File: src/design/jsr_pkg.sv
// Shared constants and types for the five-point Jacobi relaxation block.
// Used by the channel interfaces, the arithmetic pipeline and the top level.
// Depends on nothing.
package jsr_pkg;

  // Line store depth and the derived column index width.
  localparam int unsigned MAX_WIDTH = 1024;
  localparam int unsigned COL_W     = $clog2(MAX_WIDTH);

  // Widths fixed by the register and word fields.
  localparam int unsigned WIDTH_W   = 11;
  localparam int unsigned ROW_W     = 16;
  localparam int unsigned VAL_W     = 32;
  localparam int unsigned SUM_W     = VAL_W + 2;
  localparam int unsigned RES_W     = 64;
  localparam int unsigned CFG_IDX_W = 1;
  localparam int unsigned CFG_DAT_W = 16;

  // Configuration register indexes.
  localparam logic [CFG_IDX_W-1:0] CFG_GRID_WIDTH  = 1'd0;
  localparam logic [CFG_IDX_W-1:0] CFG_GRID_HEIGHT = 1'd1;

  // One line store entry holds a column of the two rows above.
  typedef struct packed {
    logic [VAL_W-1:0] two_above;
    logic [VAL_W-1:0] above;
  } line_entry_t;

  // Position and control that travel alongside a point through the pipeline.
  typedef struct packed {
    logic [ROW_W-1:0] row;
    logic [COL_W-1:0] col;
    logic             last;
    logic             fresh;
  } point_meta_t;

  // Operands of one interior point; the right neighbour is passed in separately.
  typedef struct packed {
    logic [VAL_W-1:0] left;
    logic [VAL_W-1:0] up;
    logic [VAL_W-1:0] center;
    logic [VAL_W-1:0] down;
    point_meta_t      meta;
  } point_op_t;

endpackage

File: src/design/jsr_if.sv


interface jsr_out_if import jsr_pkg::*; ();
  logic                    valid;
  logic                    ready;
  logic signed [VAL_W-1:0] new_value;
  logic [ROW_W-1:0]        point_row;
  logic [COL_W-1:0]        point_col;
  logic [RES_W-1:0]        residual_sum;
  logic                    last;

  modport source (output valid, output new_value, output point_row, output point_col,
                  output residual_sum, output last, input ready);
  modport sink (input valid, input new_value, input point_row, input point_col,
                input residual_sum, input last, output ready);
endinterface

File: src/design/jsr_pipe.sv
// Arithmetic pipeline: four-neighbour average, squared difference and the
// saturating residual accumulator, ending in the output register.
// Depends on jsr_pkg and jsr_if.
module jsr_pipe import jsr_pkg::*; (
  input  logic             clk_i,
  input  logic             rst_ni,
  input  logic             op_valid_i,
  input  point_op_t        op_i,
  input  logic [VAL_W-1:0] right_i,
  output logic             op_ready_o,
  jsr_out_if.source        out_o
);

  point_op_t        s1_q;
  logic             s1_v_q;
  logic [VAL_W-1:0] s2_nv_q, s2_center_q;
  point_meta_t      s2_meta_q;
  logic             s2_v_q;
  logic [VAL_W-1:0] s3_nv_q, s3_mag_q;
  point_meta_t      s3_meta_q;
  logic             s3_v_q;
  logic [VAL_W-1:0] s4_nv_q;
  logic [RES_W-1:0] s4_sq_q;
  point_meta_t      s4_meta_q;
  logic             s4_v_q;
  logic             out_v_q;
  logic [VAL_W-1:0] out_nv_q;
  logic [RES_W-1:0] out_res_q;
  point_meta_t      out_meta_q;
  logic [RES_W-1:0] acc_q, acc_d;

  logic             out_free, s4_free, s3_free, s2_free, s1_free;
  logic [SUM_W-1:0] sum;
  logic [VAL_W-1:0] nv;
  logic [VAL_W:0]   diff;
  logic [VAL_W-1:0] mag;
  logic [RES_W-1:0] sq;
  logic [RES_W-1:0] acc_base;
  logic [RES_W:0]   acc_sum;

  // A stage may load when it is empty or its word moves on in the same cycle.
  assign out_free   = !out_v_q || out_o.ready;
  assign s4_free    = !s4_v_q || out_free;
  assign s3_free    = !s3_v_q || s4_free;
  assign s2_free    = !s2_v_q || s3_free;
  assign s1_free    = !s1_v_q || s2_free;
  assign op_ready_o = s1_free;

  // The sum of four 32-bit values is exact in 34 bits; the arithmetic shift floors.
  assign sum = {{2{s1_q.left[VAL_W-1]}}, s1_q.left} + {{2{right_i[VAL_W-1]}}, right_i}
             + {{2{s1_q.up[VAL_W-1]}}, s1_q.up} + {{2{s1_q.down[VAL_W-1]}}, s1_q.down};
  assign nv  = sum[SUM_W-1:2];

  // Both operands lie in the 32-bit signed range, so the magnitude fits 32 bits.
  assign diff = {s2_nv_q[VAL_W-1], s2_nv_q} - {s2_center_q[VAL_W-1], s2_center_q};
  assign mag  = diff[VAL_W] ? VAL_W'(-diff) : diff[VAL_W-1:0];

  assign sq = {{(RES_W-VAL_W){1'b0}}, s3_mag_q} * {{(RES_W-VAL_W){1'b0}}, s3_mag_q};

  assign acc_base = s4_meta_q.fresh ? '0 : acc_q;
  assign acc_sum  = {1'b0, acc_base} + {1'b0, s4_sq_q};
  assign acc_d    = acc_sum[RES_W] ? '1 : acc_sum[RES_W-1:0];

  always_ff @(posedge clk_i or negedge rst_ni) begin
    if (!rst_ni) begin
      s1_v_q  <= 1'b0;
      s2_v_q  <= 1'b0;
      s3_v_q  <= 1'b0;
      s4_v_q  <= 1'b0;
      out_v_q <= 1'b0;
      acc_q   <= '0;
    end else begin
      if (s1_free) s1_v_q <= op_valid_i;
      if (s2_free) s2_v_q <= s1_v_q;
      if (s3_free) s3_v_q <= s2_v_q;
      if (s4_free) s4_v_q <= s3_v_q;
      if (out_free) out_v_q <= s4_v_q;
      if (s4_v_q && out_free) acc_q <= acc_d;
    end
  end

  always_ff @(posedge clk_i) begin
    if (s1_free && op_valid_i) begin
      s1_q <= op_i;
    end
    if (s2_free && s1_v_q) begin
      s2_nv_q     <= nv;
      s2_center_q <= s1_q.center;
      s2_meta_q   <= s1_q.meta;
    end
    if (s3_free && s2_v_q) begin
      s3_nv_q   <= s2_nv_q;
      s3_mag_q  <= mag;
      s3_meta_q <= s2_meta_q;
    end
    if (s4_free && s3_v_q) begin
      s4_nv_q   <= s3_nv_q;
      s4_sq_q   <= sq;
      s4_meta_q <= s3_meta_q;
    end
    if (out_free && s4_v_q) begin
      out_nv_q   <= s4_nv_q;
      out_res_q  <= acc_d;
      out_meta_q <= s4_meta_q;
    end
  end

  assign out_o.valid        = out_v_q;
  assign out_o.new_value    = out_nv_q;
  assign out_o.point_row    = out_meta_q.row;
  assign out_o.point_col    = out_meta_q.col;
  assign out_o.residual_sum = out_res_q;
  assign out_o.last         = out_meta_q.last;

endmodule

File: src/flat_wrapper.sv
// flat-port wrapper written by rule: the top's interface ports become plain ports
module jsr_pipe_flat import jsr_pkg::*;
  (clk_i, rst_ni, op_valid_i, op_i, right_i, op_ready_o, out_o_valid, out_o_new_value, out_o_point_row, out_o_point_col, out_o_residual_sum, out_o_last, out_o_ready);
  jsr_out_if out_o_i ();
  input  logic clk_i;
  input  logic rst_ni;
  input  logic op_valid_i;
  input  point_op_t op_i;
  input  logic [VAL_W-1:0] right_i;
  output logic op_ready_o;
  output wire logic [$bits(out_o_i.valid)-1:0] out_o_valid;
  output wire logic [$bits(out_o_i.new_value)-1:0] out_o_new_value;
  output wire logic [$bits(out_o_i.point_row)-1:0] out_o_point_row;
  output wire logic [$bits(out_o_i.point_col)-1:0] out_o_point_col;
  output wire logic [$bits(out_o_i.residual_sum)-1:0] out_o_residual_sum;
  output wire logic [$bits(out_o_i.last)-1:0] out_o_last;
  input wire logic [$bits(out_o_i.ready)-1:0] out_o_ready;
  assign out_o_valid = out_o_i.valid;
  assign out_o_new_value = out_o_i.new_value;
  assign out_o_point_row = out_o_i.point_row;
  assign out_o_point_col = out_o_i.point_col;
  assign out_o_residual_sum = out_o_i.residual_sum;
  assign out_o_last = out_o_i.last;
  assign out_o_i.ready = out_o_ready;
  jsr_pipe u_core (.clk_i(clk_i), .rst_ni(rst_ni), .op_valid_i(op_valid_i), .op_i(op_i), .right_i(right_i), .op_ready_o(op_ready_o), .out_o(out_o_i));
endmodule
File: config.mk
export PLATFORM = sky130hd
export DESIGN_NAME = jsr_pipe_flat
export DESIGN_NICKNAME = d
export VERILOG_FILES = /design/src/design/jsr_pkg.sv /design/src/design/jsr_if.sv /design/src/design/jsr_pipe.sv /design/src/flat_wrapper.sv
export SDC_FILE = /design/constraint.sdc
export NUM_CORES = 2
export LEC_CHECK = 0
export BUFFER_PORTS_ARGS = -buffer_cell sky130_fd_sc_hd__buf_2
export CORE_ASPECT_RATIO = 0.75
export CORE_MARGIN = 8
export CORE_UTILIZATION = 30
export CTS_CLUSTER_SIZE = 24
export DETAILED_ROUTE_END_ITERATION = 8
export SLEW_MARGIN = 20
export SYNTH_ARGS = -nofsm -noshare
export SYNTH_HDL_FRONTEND = slang
export SYNTH_SLANG_ARGS = --single-unit
File: constraint.sdc
create_clock -name clk_i -period 18.32 [get_ports clk_i]
set_input_delay 1.832 -clock clk_i [delete_from_list [all_inputs] [get_ports clk_i]]
set_output_delay 1.832 -clock clk_i [all_outputs]
set_load 0.03 [all_outputs]
==> results by stage <==
Synth:
- The number of enable-type register cells in the synthesized netlist is 586.
- The dominant combinational cell family by area after synthesis is adder cells.
- Summed over its instances, the top area cell type makes up between 20 and 30% of the synthesized netlist area.
- The cell area that synthesis handed to floorplanning was just over 60,000 um2.
- The share of flip-flops with an asynchronous set or reset after synthesis is 10.5%.
- The number of distinct standard cells referenced by the synthesized netlist is 87.
- The post-synthesis net count is roughly 7,100.
- Each instance of the synthesized netlist takes up on average 10.8 um2.
- Summed over all instances, the cell type with the most area after synthesis is sky130_fd_sc_hd__edfxtp_1.
- Of the post-synthesis cell area, the part taken by muxes is less than 1%.
- In the synthesized netlist, the cells that appear most often are 1,217 x sky130_fd_sc_hd__inv_1, 827 x sky130_fd_sc_hd__fa_1, 586 x sky130_fd_sc_hd__edfxtp_1, 459 x sky130_fd_sc_hd__ha_1, 407 x sky130_fd_sc_hd__nand2_1.
- Summing the areas of all compound-gate instances in the mapped netlist gives 8.33% of the synthesized area.
- sky130_fd_sc_hd__inv_1 is the most common cell in the netlist.
- Synthesis produced a netlist whose cell count is roughly 5,600.
- The main flop type after synthesis is sky130_fd_sc_hd__edfxtp_1.
- The area fraction in and, or, nand and nor cells after synthesis is under 10%.
- Of the total synthesized cell area, the portion taken by XOR and XNOR cells is under 10%.
- The sequential share of the synthesized area is 31.8%.
- The Yosys step of the flow raised 0 warnings.
- The flip-flop and latch count after synthesis is 655.
- Of the total synthesized cell area, the portion taken by full adders, half adders and majority gates is 36.7%.
- Ranked by total cell area, the synthesized netlist is headed by sky130_fd_sc_hd__edfxtp_1 29%, sky130_fd_sc_hd__fa_1 27%, sky130_fd_sc_hd__ha_1 9.5%, sky130_fd_sc_hd__inv_1 7.5%, sky130_fd_sc_hd__dfrtp_1 2.8%.

Global routing:
- The global-route total usage across every layer is 14.7%.
- The number of global-route vias before repair was 42,700.
- The largest net degree at the start of global routing is just over 70.
- The number of antenna violations at the first check in global routing is 2.
- The total global routing overflow is 0.
- The first global-routing pass estimated between 200 and 300 mm of wire.

Clock tree:
- The clock root buffer is sky130_fd_sc_hd__clkbuf_16.
- The deepest clock path buffer count is 3.
- For this design, the CTS-stage hold fixing added 0 buffers.
- The H-tree depth reported by CTS is 3.
- The CTS tree is yes.
- The number of buffers inserted by post-CTS setup repair is 0.
- The clock net in this run drives a total of 655 sinks.
- Clock-pin slew was measured on the worst setup and hold paths at 60 ps.
- The clock reaches the later pin of the worst-skew pair after 670 ps.
- Gates resized during post-CTS repair numbered 0.
- The TritonCTS buffer count is 68.

Placement:
- The routability congestion estimate is 0.898.
- The number of buffer cells added on primary ports is 316.
- The HPWL reported at the end of detailed placement is 125 mm.

Timing:
- The headroom to the max-slew limit is 33.5%.
- Static timing analysis puts the maximum clock frequency at 0.108 GHz.
- The final-layout setup total negative slack is 0 ps.
- The max-slew violation total from the final report is 0.
- The clock skew is about 32 ps.
- The time the worst path needs with I/O delays and setup is 9230 ps.
- Setup repair after global routing left no endpoint under its margin.
- The worst path uses 50.4% of the clock period.
- The number of hold violations in the final report is 0.
- At the pin with the least slew margin, the transition time is 998 ps.
- The number of endpoints failing setup at the final stage is 0.

Setup path:
- The nature of the critical path endpoint is a flop.
- The worst setup path is launched from a flop.
- Of all nets on the critical path, the largest fanout is 25.
- The critical path in this run is classified as reg2reg.
- The signal arrival time at the worst endpoint is 9630 ps.
- STA puts the critical path data required time at 18,720 ps.
- The worst-case reg-to-reg path depth is 26.

Job:
- The total of max-cap violations is 0.

Finish:
- The fraction of layout cells with a size suffix above 1 is a little under a tenth.
- In the final design database the tool counted 7,334 nets.
- Compared with the post-synthesis result, the final layout area differs by 11.2%.
- The antenna diode instance count is 0.

Worst hold path:
- The class of the tightest hold or removal check is reg2reg.
- The worst hold path was traced through 0 stages.

Drt:
- The number of design-rule violations left by the first detailed-router iteration is 2,711.
- Before antenna repair, the detailed router went through 6 iterations.
- After detailed routing, the number of remaining DRC violations is 0.
- Summed over all layers, the routed wires come to 161 mm.
- The detailed router placed 40,100 vias in this run.
- In the final routed layout, each cell accounts on average for 18.8 um.
- The final antenna-violating net count is 0.
- The mean number of vias per cell is 4.67.

Floorplan:
- After floorplanning, the core was sized to cover 202,000 um2.
- Once the floorplan was initialized, standard cells occupied 30.1% of the core.
- The floorplan step set the die height to 406 um.
- The die area is 217,000 um2.
- In this run the core area contains 143 standard-cell rows.
- The number of placed I/O pins is about 320.
- The floorplan step set the die width to 535 um.

Status:
- The flow ran to the end, and the final reports show no timing, DRC or antenna violations.
## cell usage in the layout, fill, tap and decap left out, types with 42 or more instances in the layout
cell / n
sky130_fd_sc_hd__o21ai_0: 134
sky130_fd_sc_hd__buf_4: 49
sky130_fd_sc_hd__clkbuf_16: 69
sky130_fd_sc_hd__buf_2: 316
sky130_fd_sc_hd__edfxtp_1: 586
sky130_fd_sc_hd__inv_1: 1217
sky130_fd_sc_hd__nor2b_1: 89
sky130_fd_sc_hd__a21o_1: 138
sky130_fd_sc_hd__ha_1: 459
sky130_fd_sc_hd__nor2_1: 192
sky130_fd_sc_hd__a31oi_1: 58
sky130_fd_sc_hd__nand2_1: 407
sky130_fd_sc_hd__nand4_1: 42
sky130_fd_sc_hd__xor2_1: 109
sky130_fd_sc_hd__and2_1: 230
sky130_fd_sc_hd__xnor2_1: 167
sky130_fd_sc_hd__mux2_2: 49
sky130_fd_sc_hd__fa_1: 827
sky130_fd_sc_hd__a21oi_1: 222
sky130_fd_sc_hd__dfrtp_1: 69
## logic make-up after synthesis
family | Yosys count
buf+inv | 1394
fa+ha+maj | 1286
simple gates | 1160
compound gates | 774
flops | 655
xor+xnor | 276
mux | 52
## sequential cells by signal (all words and copies together) (netlist names)
register,flops
u_core.s1_q,156
u_core.s4_nv_q,32
u_core.s3_nv_q,32
u_core.out_o.point_row,16
u_core.s2_nv_q,32
u_core.s1_v_q,1
u_core.out_o.residual_sum,64
u_core.s4_sq_q,63
u_core.s4_v_q,1
u_core.out_o.last,1
u_core.s2_v_q,1
u_core.out_o.new_value,32
u_core.s2_center_q,32
u_core.s3_v_q,1
u_core.s3_meta_q,28
u_core.acc_q,64
u_core.s3_mag_q,32
u_core.s4_meta_q,28
u_core.out_o.valid,1
u_core.s2_meta_q,28
u_core.out_o.point_col,10
## final timing paths
kind                                          start                          to  slack [ps]
worst max-delay path            u_core.s3_mag_q[16]          u_core.s4_sq_q[56]        9090
worst min-delay path             u_core.s4_nv_q[21]  u_core.out_o.new_value[21]         410
worst max register to register  u_core.s3_mag_q[16]          u_core.s4_sq_q[56]        9090
worst min register to register   u_core.s4_nv_q[21]  u_core.out_o.new_value[21]         410
max in group asynchronous                    rst_ni            u_core.acc_q[63]       16260
min in group asynchronous                    rst_ni          u_core.out_o.valid        1420
## cell type report
| type | count | area, um2 |
|---|---|---|
| clock buffer | 92 | 1840 |
| tap | 2682 | 3360 |
| multi-input combinational | 3548 | 36200 |
| clock inverter | 30 | 315 |
| fill | 20300 | 134000 |
| inverter | 1218 | 4570 |
| timing repair buffer | 365 | 1950 |
| sequential | 655 | 19300 |
## metal layers
layer	track usage (%)	routed length [um]	share of wire, %
met5	0	13	0.0081
met3	3.82	14000	8.7
met4	2.94	2860	1.8
met1	21.9	78400	49
met2	21.5	65900	41
## worst max-delay path: stages, from the launching register on
cell	delay (ps)
sky130_fd_sc_hd__edfxtp_1	320
sky130_fd_sc_hd__buf_4	350
sky130_fd_sc_hd__clkinv_1	570
sky130_fd_sc_hd__nor2_1	420
sky130_fd_sc_hd__fa_1	500
sky130_fd_sc_hd__fa_1	560
sky130_fd_sc_hd__inv_1	60
sky130_fd_sc_hd__fa_1	500
sky130_fd_sc_hd__fa_1	520
sky130_fd_sc_hd__inv_1	60
sky130_fd_sc_hd__fa_1	560
sky130_fd_sc_hd__fa_1	450
sky130_fd_sc_hd__fa_1	540
sky130_fd_sc_hd__inv_1	60
sky130_fd_sc_hd__fa_1	530
sky130_fd_sc_hd__inv_1	60
sky130_fd_sc_hd__ha_1	470
sky130_fd_sc_hd__nand2_1	160
sky130_fd_sc_hd__o21ai_0	430
sky130_fd_sc_hd__o2111ai_1	220
sky130_fd_sc_hd__nand3b_1	130
sky130_fd_sc_hd__inv_1	60
sky130_fd_sc_hd__o32ai_1	630
sky130_fd_sc_hd__a21oi_1	200
sky130_fd_sc_hd__a22o_1	260
sky130_fd_sc_hd__o21ai_0	240
sky130_fd_sc_hd__xnor2_1	110
## through the flow
step                util [%]  cell area [um2]  hold slack [ps]  worst slack [ps]  cells
CTS                     33.5            67500              405              9190   8590
floorplan                  -            60700              400             10640   5597
detailed placement      32.4            65400              405              9210   8468
global route            33.5            67500              414              8730   8590
global placement        32.4            65400              400              9410   8468
finish                  33.5            67500              406              9090   8590
Power is not shown: default switching activity piles up to over one toggle a cycle in this logic, so the estimate is an artifact.
